**config.mk**
```make
export PLATFORM = sky130hd
export DESIGN_NAME = touch_grid_debounce_hit_test_core
export DESIGN_NICKNAME = d
export VERILOG_FILES = /design/src/hdl/tgdh_pkg.sv /design/src/hdl/tgdh_front.sv /design/src/hdl/tgdh_div.sv /design/src/hdl/tgdh_back.sv /design/src/hdl/touch_grid_debounce_hit_test_core.sv
export SDC_FILE = /design/constraint.sdc
export NUM_CORES = 1
export LEC_CHECK = 0
export ABC_AREA = 1
export BUFFER_PORTS_ARGS = -buffer_cell sky130_fd_sc_hd__clkbuf_2
export CAP_MARGIN = 25
export CORE_UTILIZATION = 48
export CTS_CLUSTER_DIAMETER = 40
export DETAILED_ROUTE_END_ITERATION = 8
export PLACE_DENSITY = 0.63
export RECOVER_POWER = 100
export REMOVE_ABC_BUFFERS = 1
export SYNTH_ARGS = -nofsm -noshare
export SYNTH_HDL_FRONTEND = slang
export SYNTH_SLANG_ARGS = --single-unit
```
**constraint.sdc**
```tcl
create_clock -name clk -period 7.35 [get_ports clk]
set_clock_uncertainty 0.05 [all_clocks]
set_input_delay 1.8375 -clock clk [delete_from_list [all_inputs] [get_ports clk]]
set_output_delay 1.8375 -clock clk [all_outputs]
set_load 0.005 [all_outputs]
```
**src/hdl/tgdh_pkg.sv**
```systemverilog
package tgdh_pkg;

	localparam int RAW_W = 12;
	localparam int CELL_W = 4;
	localparam int CNT_W_DEFAULT = 8;
	localparam int DIV_W = 17;

	localparam logic [11:0] X_OFFSET_RST = 12'd2185;
	localparam logic [11:0] X_SPAN_RST = 12'(3977 - 2185);
	localparam logic [3:0] X_CELLS_RST = 4'd14;
	localparam logic [11:0] Y_OFFSET_RST = 12'd2185;
	localparam logic [11:0] Y_SPAN_RST = 12'(3849 - 2185);
	localparam logic [3:0] Y_CELLS_RST = 4'd13;
	localparam logic [7:0] THRESH_RST = 8'd5;
	localparam logic [1:0] SLACK_RST = 2'd1;
	localparam logic [11:0] PRESS_MAX = 12'h0FFF;

	typedef enum logic [2:0] {
		REG_X_OFFSET = 3'd0,
		REG_X_SPAN = 3'd1,
		REG_X_CELLS = 3'd2,
		REG_Y_OFFSET = 3'd3,
		REG_Y_SPAN = 3'd4,
		REG_Y_CELLS = 3'd5,
		REG_THRESH = 3'd6,
		REG_SLACK = 3'd7
	} reg_idx_t;

	typedef struct packed {
		logic [11:0] x_offset;
		logic [11:0] x_span;
		logic [3:0] x_cells;
		logic [11:0] y_offset;
		logic [11:0] y_span;
		logic [3:0] y_cells;
		logic [7:0] thresh;
		logic [1:0] slack;
	} cfg_t;

	typedef struct packed {
		logic x_zero;
		logic y_zero;
		logic z_zero;
		logic [DIV_W-1:0] x_num;
		logic [DIV_W-1:0] x_den;
		logic [DIV_W-1:0] y_num;
		logic [DIV_W-1:0] y_den;
		logic [11:0] z1;
		logic [11:0] z2;
		logic [3:0] x_cells;
		logic [3:0] y_cells;
	} job_t;

	typedef enum logic [1:0] {
		ST_IDLE,
		ST_DIV,
		ST_DONE
	} back_st_t;

	typedef enum logic [1:0] {
		OP_X,
		OP_Y,
		OP_Z
	} op_t;

	function automatic logic in_rect(input logic [3:0] x, input logic [3:0] y,
			input logic [3:0] xl, input logic [3:0] yl,
			input logic [3:0] xh, input logic [3:0] yh);
		in_rect = (x >= xl) && (x <= xh) && (y >= yl) && (y <= yh);
	endfunction

endpackage

```
**src/hdl/tgdh_front.sv**
```systemverilog
module tgdh_front
	import tgdh_pkg::*;
(
	input logic clk,
	input logic arst_n,
	input logic in_valid,
	output logic in_ready,
	input logic [63:0] in_data,
	input cfg_t cfg,
	output logic q_valid,
	input logic q_ready,
	output job_t q_job
);

	logic [11:0] rx, ry;
	logic [11:0] xs, ys;
	logic [11:0] dx, dy;
	job_t job;
	job_t slot_q [2];
	logic [1:0] cnt_q;
	logic wr_q, rd_q;
	logic push, pop;

	assign rx = in_data[15:4];
	assign ry = in_data[31:20];
	assign xs = (cfg.x_span == 12'd0) ? 12'd1 : cfg.x_span;
	assign ys = (cfg.y_span == 12'd0) ? 12'd1 : cfg.y_span;
	assign dx = rx - cfg.x_offset;
	assign dy = ry - cfg.y_offset;

	always_comb begin
		job.x_zero = (rx <= cfg.x_offset) || (cfg.x_cells == 4'd0);
		job.y_zero = (ry <= cfg.y_offset) || (cfg.y_cells == 4'd0);
		job.x_num = DIV_W'({dx, 1'b0} * cfg.x_cells) + DIV_W'(xs);
		job.x_den = DIV_W'({xs, 1'b0});
		job.y_num = DIV_W'({dy, 1'b0} * cfg.y_cells) + DIV_W'(ys);
		job.y_den = DIV_W'({ys, 1'b0});
		job.z1 = in_data[43:32];
		job.z2 = in_data[59:48];
		job.z_zero = (in_data[59:48] == 12'd0);
		job.x_cells = cfg.x_cells;
		job.y_cells = cfg.y_cells;
	end

	assign in_ready = (cnt_q != 2'd2);
	assign push = in_valid && in_ready;
	assign q_valid = (cnt_q != 2'd0);
	assign pop = q_valid && q_ready;
	assign q_job = slot_q[rd_q];

	always_ff @(posedge clk) begin
		if (push) begin
			slot_q[wr_q] <= job;
		end
	end

	always_ff @(posedge clk or negedge arst_n) begin
		if (!arst_n) begin
			cnt_q <= 2'd0;
			wr_q <= 1'b0;
			rd_q <= 1'b0;
		end else begin
			if (push) wr_q <= ~wr_q;
			if (pop) rd_q <= ~rd_q;
			cnt_q <= cnt_q + 2'(push) - 2'(pop);
		end
	end

endmodule

```
**src/hdl/tgdh_div.sv**
```systemverilog
module tgdh_div
	import tgdh_pkg::*;
(
	input logic clk,
	input logic arst_n,
	input logic start,
	input logic [DIV_W-1:0] num,
	input logic [DIV_W-1:0] den,
	output logic busy,
	output logic [DIV_W-1:0] quot
);

	localparam int STEP_W = $clog2(DIV_W + 1);

	logic [DIV_W-1:0] rem_q, quo_q, den_q;
	logic [STEP_W-1:0] step_q;
	logic [DIV_W:0] trial;

	assign busy = (step_q != '0);
	assign quot = quo_q;
	assign trial = {rem_q, quo_q[DIV_W-1]} - {1'b0, den_q};

	always_ff @(posedge clk or negedge arst_n) begin
		if (!arst_n) begin
			step_q <= '0;
		end else if (start) begin
			step_q <= STEP_W'(DIV_W);
		end else if (busy) begin
			step_q <= step_q - 1'b1;
		end
	end

	always_ff @(posedge clk) begin
		if (start) begin
			rem_q <= '0;
			quo_q <= num;
			den_q <= den;
		end else if (busy) begin
			if (!trial[DIV_W]) begin
				rem_q <= trial[DIV_W-1:0];
				quo_q <= {quo_q[DIV_W-2:0], 1'b1};
			end else begin
				rem_q <= {rem_q[DIV_W-2:0], quo_q[DIV_W-1]};
				quo_q <= {quo_q[DIV_W-2:0], 1'b0};
			end
		end
	end

endmodule

```
**src/hdl/tgdh_back.sv**
```systemverilog
module tgdh_back
	import tgdh_pkg::*;
#(
	parameter int COUNT_BITS = CNT_W_DEFAULT
) (
	input logic clk,
	input logic arst_n,
	input logic q_valid,
	output logic q_ready,
	input job_t q_job,
	input cfg_t cfg,
	output logic out_valid,
	input logic out_ready,
	output logic [31:0] out_data
);

	localparam int CMP_W = ((COUNT_BITS > 8) ? COUNT_BITS : 8) + 1;

	back_st_t st_q, st_d;
	op_t op_q, op_d;
	job_t job_q;
	logic take;
	logic div_start, div_busy;
	logic [DIV_W-1:0] div_num, div_den, div_quot;
	logic [3:0] cx_q, cy_q, cx_sat, cy_sat;
	logic [11:0] pr_n;
	logic [3:0] prev_x_q, prev_y_q;
	logic [COUNT_BITS-1:0] stab_q, stab_n;
	logic [1:0] slack_q, slack_n;
	logic [2:0] slack_inc;
	logic tog_q, tog_n;
	logic [2:0] die;
	logic start_h;
	logic ov_q;
	logic [31:0] od_q;
	logic finish;
	logic [CMP_W-1:0] thr_ext;

	tgdh_div u_div (
		.clk(clk), .arst_n(arst_n), .start(div_start), .num(div_num),
		.den(div_den), .busy(div_busy), .quot(div_quot)
	);

	assign q_ready = (st_q == ST_IDLE);
	assign take = q_valid && q_ready;

	always_comb begin
		st_d = st_q;
		op_d = op_q;
		div_start = 1'b0;
		div_num = job_q.x_num;
		div_den = job_q.x_den;
		finish = 1'b0;
		unique case (op_q)
			OP_X: begin
				div_num = job_q.x_num;
				div_den = job_q.x_den;
			end
			OP_Y: begin
				div_num = job_q.y_num;
				div_den = job_q.y_den;
			end
			default: begin
				div_num = DIV_W'(job_q.z1);
				div_den = DIV_W'(job_q.z2);
			end
		endcase
		unique case (st_q)
			ST_IDLE: begin
				if (take) begin
					st_d = ST_DIV;
					op_d = OP_X;
				end
			end
			ST_DIV: begin
				div_start = 1'b1;
				st_d = ST_DONE;
			end
			ST_DONE: begin
				if (!div_busy) begin
					if (op_q == OP_Z) begin
						if (!ov_q || out_ready) begin
							finish = 1'b1;
							st_d = ST_IDLE;
						end
					end else begin
						op_d = (op_q == OP_X) ? OP_Y : OP_Z;
						st_d = ST_DIV;
					end
				end
			end
			default: st_d = ST_IDLE;
		endcase
	end

	assign cx_sat = job_q.x_zero ? 4'd0 :
		((div_quot > DIV_W'(job_q.x_cells)) ? job_q.x_cells : div_quot[3:0]);
	assign cy_sat = job_q.y_zero ? 4'd0 :
		((div_quot > DIV_W'(job_q.y_cells)) ? job_q.y_cells : div_quot[3:0]);
	assign pr_n = job_q.z_zero ? PRESS_MAX : div_quot[11:0];

	assign thr_ext = CMP_W'(cfg.thresh);
	assign slack_inc = {1'b0, slack_q} + 3'd1;

	always_comb begin
		stab_n = stab_q;
		slack_n = slack_q;
		if (cx_q != prev_x_q || cy_q != prev_y_q) begin
			if (CMP_W'(stab_q) < thr_ext) begin
				stab_n = '0;
			end else if (slack_inc > {1'b0, cfg.slack}) begin
				stab_n = '0;
				slack_n = 2'd0;
			end else begin
				slack_n = slack_inc[1:0];
			end
		end else begin
			if (stab_q != '1) stab_n = stab_q + 1'b1;
			slack_n = 2'd0;
		end
		tog_n = (CMP_W'(stab_n) >= thr_ext) ? ~tog_q : 1'b0;
		die = 3'd0;
		if (in_rect(cx_q, cy_q, 4'd1, 4'd8, 4'd4, 4'd12)) die = 3'd1;
		else if (in_rect(cx_q, cy_q, 4'd10, 4'd8, 4'd13, 4'd12)) die = 3'd2;
		else if (in_rect(cx_q, cy_q, 4'd6, 4'd4, 4'd9, 4'd8)) die = 3'd3;
		else if (in_rect(cx_q, cy_q, 4'd1, 4'd1, 4'd4, 4'd5)) die = 3'd4;
		else if (in_rect(cx_q, cy_q, 4'd10, 4'd1, 4'd13, 4'd5)) die = 3'd5;
		start_h = in_rect(cx_q, cy_q, 4'd3, 4'd3, 4'd11, 4'd5);
		if (!tog_n) begin
			die = 3'd0;
			start_h = 1'b0;
		end
	end

	always_ff @(posedge clk or negedge arst_n) begin
		if (!arst_n) begin
			st_q <= ST_IDLE;
			op_q <= OP_X;
			prev_x_q <= 4'd0;
			prev_y_q <= 4'd0;
			stab_q <= '0;
			slack_q <= 2'd0;
			tog_q <= 1'b0;
			ov_q <= 1'b0;
		end else begin
			st_q <= st_d;
			op_q <= op_d;
			if (finish) begin
				prev_x_q <= cx_q;
				prev_y_q <= cy_q;
				stab_q <= stab_n;
				slack_q <= slack_n;
				tog_q <= tog_n;
				ov_q <= 1'b1;
			end else if (out_ready) begin
				ov_q <= 1'b0;
			end
		end
	end

	always_ff @(posedge clk) begin
		if (take) job_q <= q_job;
		if (st_q == ST_DONE && !div_busy) begin
			if (op_q == OP_X) cx_q <= cx_sat;
			if (op_q == OP_Y) cy_q <= cy_sat;
		end
		if (finish) begin
			od_q <= {7'd0, start_h, die, tog_n, pr_n, cy_q, cx_q};
		end
	end

	assign out_valid = ov_q;
	assign out_data = od_q;

endmodule

```
**src/hdl/touch_grid_debounce_hit_test_core.sv**
```systemverilog
// Touch grid debounce and hit test.
// s_axis: one transfer carries X, Y, Z1, Z2 raw controller words.
// m_axis: one transfer per input: X cell, Y cell, pressure ratio, touch
// pulse, die hit and start hit.
// cfg: index/data write port for offsets, spans, cell counts, threshold,
// slack limit; write only while idle.
// A two-entry queue sits between the front classifier and the back end.
// The back end runs three divisions (X cell, Y cell, Z1/Z2) on one shared
// 17-bit restoring divider, one quotient bit a cycle, and takes the next item
// from the queue only after the result for the last one is registered.
// The result register holds until taken; while the receiver stalls, the
// back end waits with the next item ready and the queue still takes up to
// two more items.
// Reset clears the debounce state, the queue and the registers to defaults.
module touch_grid_debounce_hit_test_core
	import tgdh_pkg::*;
#(
	parameter int COUNT_BITS = CNT_W_DEFAULT
) (
	input logic clk,
	input logic arst_n,
	input logic s_axis_tvalid,
	output logic s_axis_tready,
	input logic [63:0] s_axis_tdata, // x_word, y_word, z1_word, z2_word
	output logic m_axis_tvalid,
	input logic m_axis_tready,
	output logic [31:0] m_axis_tdata, // x_cell, y_cell, pressure_ratio,
	                                  // touch_pulse, die_hit, start_hit
	input logic cfg_valid,
	output logic cfg_ready,
	input logic [2:0] cfg_index,
	input logic [11:0] cfg_data
);

	cfg_t cfg_q;
	logic q_valid, q_ready;
	job_t q_job;

	assign cfg_ready = 1'b1;

	always_ff @(posedge clk or negedge arst_n) begin
		if (!arst_n) begin
			cfg_q <= '{X_OFFSET_RST, X_SPAN_RST, X_CELLS_RST, Y_OFFSET_RST,
				Y_SPAN_RST, Y_CELLS_RST, THRESH_RST, SLACK_RST};
		end else if (cfg_valid) begin
			unique case (reg_idx_t'(cfg_index))
				REG_X_OFFSET: cfg_q.x_offset <= cfg_data;
				REG_X_SPAN: cfg_q.x_span <= cfg_data;
				REG_X_CELLS: cfg_q.x_cells <= cfg_data[3:0];
				REG_Y_OFFSET: cfg_q.y_offset <= cfg_data;
				REG_Y_SPAN: cfg_q.y_span <= cfg_data;
				REG_Y_CELLS: cfg_q.y_cells <= cfg_data[3:0];
				REG_THRESH: cfg_q.thresh <= cfg_data[7:0];
				REG_SLACK: cfg_q.slack <= cfg_data[1:0];
				default: ;
			endcase
		end
	end

	tgdh_front u_front (
		.clk(clk), .arst_n(arst_n), .in_valid(s_axis_tvalid),
		.in_ready(s_axis_tready), .in_data(s_axis_tdata), .cfg(cfg_q),
		.q_valid(q_valid), .q_ready(q_ready), .q_job(q_job)
	);

	tgdh_back #(.COUNT_BITS(COUNT_BITS)) u_back (
		.clk(clk), .arst_n(arst_n), .q_valid(q_valid), .q_ready(q_ready),
		.q_job(q_job), .cfg(cfg_q), .out_valid(m_axis_tvalid),
		.out_ready(m_axis_tready), .out_data(m_axis_tdata)
	);

endmodule

```
==> flow_metrics.env <==
export IMPL_finalNetCount=3082
export IMPL_portBuffers=94
export IMPL_slew_viol_final=463
export IMPL_design_area_um2=28300
export IMPL_insertion_delay_ps=590
export IMPL_drtPass1Iterations=5
export IMPL_synth_seq_cells=452
export IMPL_antenna_cells=0
export IMPL_synthToLayoutAreaGrowth_pct=14.00
export IMPL_drtIter0Drc=1113
export IMPL_pwr_density_cell_nw_per_um2=383.2
export IMPL_r2r_slack_ps=1650
export IMPL_synth_edf_count=336
export IMPL_tritoncts="built"
export IMPL_grt_setup_unrepaired="no"
export IMPL_synth_largest_area_cell="edfxtp_1"
export IMPL_layout_min_cycle_time_ps=6596
export IMPL_synthFlopType="edfxtp_1"
export IMPL_grt_pass1_vias=17779
export IMPL_synthCells=2720
export IMPL_antenna_left=0
export IMPL_yosysMostFrequentCell="nand2_1"
export IMPL_cts_sinks=452
export IMPL_synth_area_leaders="edfxtp_1 (41%), nand2_1 (13%), dfrtp_1 (7.7%), ha_1 (6.6%), inv_1 (5.7%)"
export IMPL_vias_per_cell=5.120
export IMPL_dpl_hpwl_um=42170
export IMPL_cp_start_kind="primary input"
export IMPL_drv_cap=9
export IMPL_path_class="primary input to flop"
export IMPL_relSlewSlack_pct=-163.5
export IMPL_tns_ps=0
export IMPL_tightest_slew_ps=3953
export IMPL_grt_max_degree=79
export IMPL_clockBufferDepth=3
export IMPL_synthDistinctLibCells=55
export IMPL_ys_seq_area_share_pct=52.11
export IMPL_synth_top_cell_area_share_pct=40.64
export IMPL_clkTransAtPathRegs_ps=50
export IMPL_core_area_um2=50580
export IMPL_die_w_um=229.4
export IMPL_status="finished, violations left"
export IMPL_antenna_found_initial=1
export IMPL_gp_congestion=0.9460
export IMPL_end_kind="flop"
export IMPL_avgSynthCellArea_um2=9.127
export IMPL_ctsResizeCount=0
export IMPL_multi_input_area_um2=10050
export IMPL_worstPathArrival_ps=6880
export IMPL_synth_area_um2=24830
export IMPL_timing_final_crit_share_pct=89.74
export IMPL_hold_viol=0
export IMPL_violations="max-capacitance violations, max-slew violations"
export IMPL_wl_per_cell_um=16.51
export IMPL_hp_class="flop to flop"
export IMPL_die_y_um=229.4
export IMPL_vdd_drop_max_v=0.0002497
export IMPL_dpl_cell_count=3419
export IMPL_n_fill_cell=4519
export IMPL_num_io_pins=119
export IMPL_drive_above_1_share_pct=8.478
export IMPL_cts_htree_levels=3
export IMPL_max_freq_ghz=0.1516
export IMPL_vias=18177
export IMPL_drt_wl_total_um=58610
export IMPL_num_rows=82
export IMPL_seq_area_um2=12940
export IMPL_slowest_stage="fa_1"
export IMPL_whs_ps=420.0
export IMPL_initial_core_util_pct=49.08
export IMPL_final_util_pct=55.95
export IMPL_cp_required_ps=7640
export IMPL_cts_hold_buf=0
export IMPL_drc=0
export IMPL_stdcell_count=3550
export IMPL_dieArea_um2=52630
export IMPL_async_flop_share_pct=21.90
export IMPL_leakage_nw=12.97
export IMPL_synthTopCellsByCount="nand2_1 (828), inv_1 (379), edfxtp_1 (336), nor2_1 (185), nand3_1 (140)"
export IMPL_cts_buffers=71
export IMPL_max_stage_delay_ps=520
export IMPL_yosysWarnings=0
export IMPL_grt_usage_pct=22.68
export IMPL_setup_viol=0
export IMPL_cts_root_buf="clkbuf_16"
export IMPL_postCtsSetupRepairBufs=0
export IMPL_place_area_um2=25910
export IMPL_grt_pass1_wl_um=93540
export IMPL_cp_max_fo=4
export IMPL_grt_ovfl_total=0
where the power goes:
part           internal [W]  total (W)  switching [W]  leakage, nW
Sequential          0.00356    0.00374       0.000184         4.46
Combinational       0.00122    0.00364        0.00242         7.30
Clock               0.00221    0.00347        0.00125         1.22
Total               0.00699     0.0108        0.00386         13.0
logic make-up after synthesis:
logic type	synth area share, %
AOI/OAI and AO/OA	6.295
buffers and inverters	7.439
xor gates and xnor gates	2.505
other	0.03025
adders and majority gates	10.31
and+or+nand+nor	21.31
DFF	52.11
metrics by stage:
stage | power (W) | setup slack, ps
after floorplan | 0.006377 | 872.5
after global placement | 0.007339 | 251.3
after detailed placement | 0.007420 | 178.1
after CTS | 0.01092 | 792.3
after global routing | 0.01154 | 207.9
final | 0.01084 | 754.1
sequential cells by signal, indices dropped and copies added (netlist names), 2 cells and up:
register,count
u_back.u_div.rem_q,17
u_back.cx_q,4
cfg_q,66
u_front.slot_q,182
u_front.cnt_q,2
u_back.op_q,2
u_back.stab_q,8
u_back.out_data,25
u_back.u_div.step_q,5
u_back.u_div.den_q,13
u_back.cy_q,4
u_back.st_q,2
u_back.slack_q,2
u_back.job_q,91
u_back.u_div.quot,17
u_back.prev_x_q,4
u_back.prev_y_q,4
worst max-delay path: cells and delay by family:
family,cells,cell delay (ps)
buffers and inverters,6,390
adders and majority gates,6,2280
AOI/OAI and AO/OA,4,730
xor gates and xnor gates,2,510
and+or+nand+nor,11,1120
routing by layer:
layer	part of all wire (%)	vias up	GRT usage (%)	wire (µm)
met5	0	-	0	0
met4	2.5	0	6.938	1478
met3	4.7	101	3.499	2751
met2	47	429	36.96	27270
met1	46	8597	31.14	27110
li1	-	9050	-	-
final cells by class:
cell class                 instances  share of cell area, %
multi-input combinational       1799                  35.52
sequential                       452                  45.71
clock inverter                    47                  2.153
timing repair buffer             109                  1.760
tap                              672                  2.971
inverter                         388                  5.151
clock buffer                      83                  6.729
worst paths after layout:
path / startpoint / to / cells after the start
setup reg to reg: cfg_q[54] / u_front.slot_q[1][89] / 27
max in group asynchronous: arst_n / cfg_q[60] / 2
setup / recovery: s_axis_tdata[4] / u_front.slot_q[1][89] / 29
hold reg to reg: u_back.u_div.rem_q[15] / u_back.u_div.rem_q[15] / 2
hold / removal: u_back.u_div.rem_q[15] / u_back.u_div.rem_q[15] / 2
min in group asynchronous: arst_n / u_back.stab_q[7] / 1
placed cells by master (no fill, tap or decap), drive strengths merged, types with 3 or more instances in the layout:
cell      Yosys  final
a21boi        4      4
a21o          8      8
a21oi       111    111
a22oi         8      8
a31o          3      3
a31oi        11     11
a32oi         8      8
buf          19      4
bufinv        0      9
clkbuf       68    188
clkinv        4     24
clkinvlp      0      6
conb          2      8
dfrtp        76     76
dfstp        23     23
dfxtp        17     17
edfxtp      336    336
fa           46     46
ha          131    131
inv         384    396
nand2       846    846
nand3       152    152
nand3b        5      5
nand4        27     27
nor2        191    191
nor3         14     14
nor4         12     12
o2111ai       4      4
o21ai       101    101
o21bai        8      8
o22ai         3      3
or2          15     15
xnor2        26     26
xor2         45     45
Note: power is estimated with default switching activity, not from simulation.
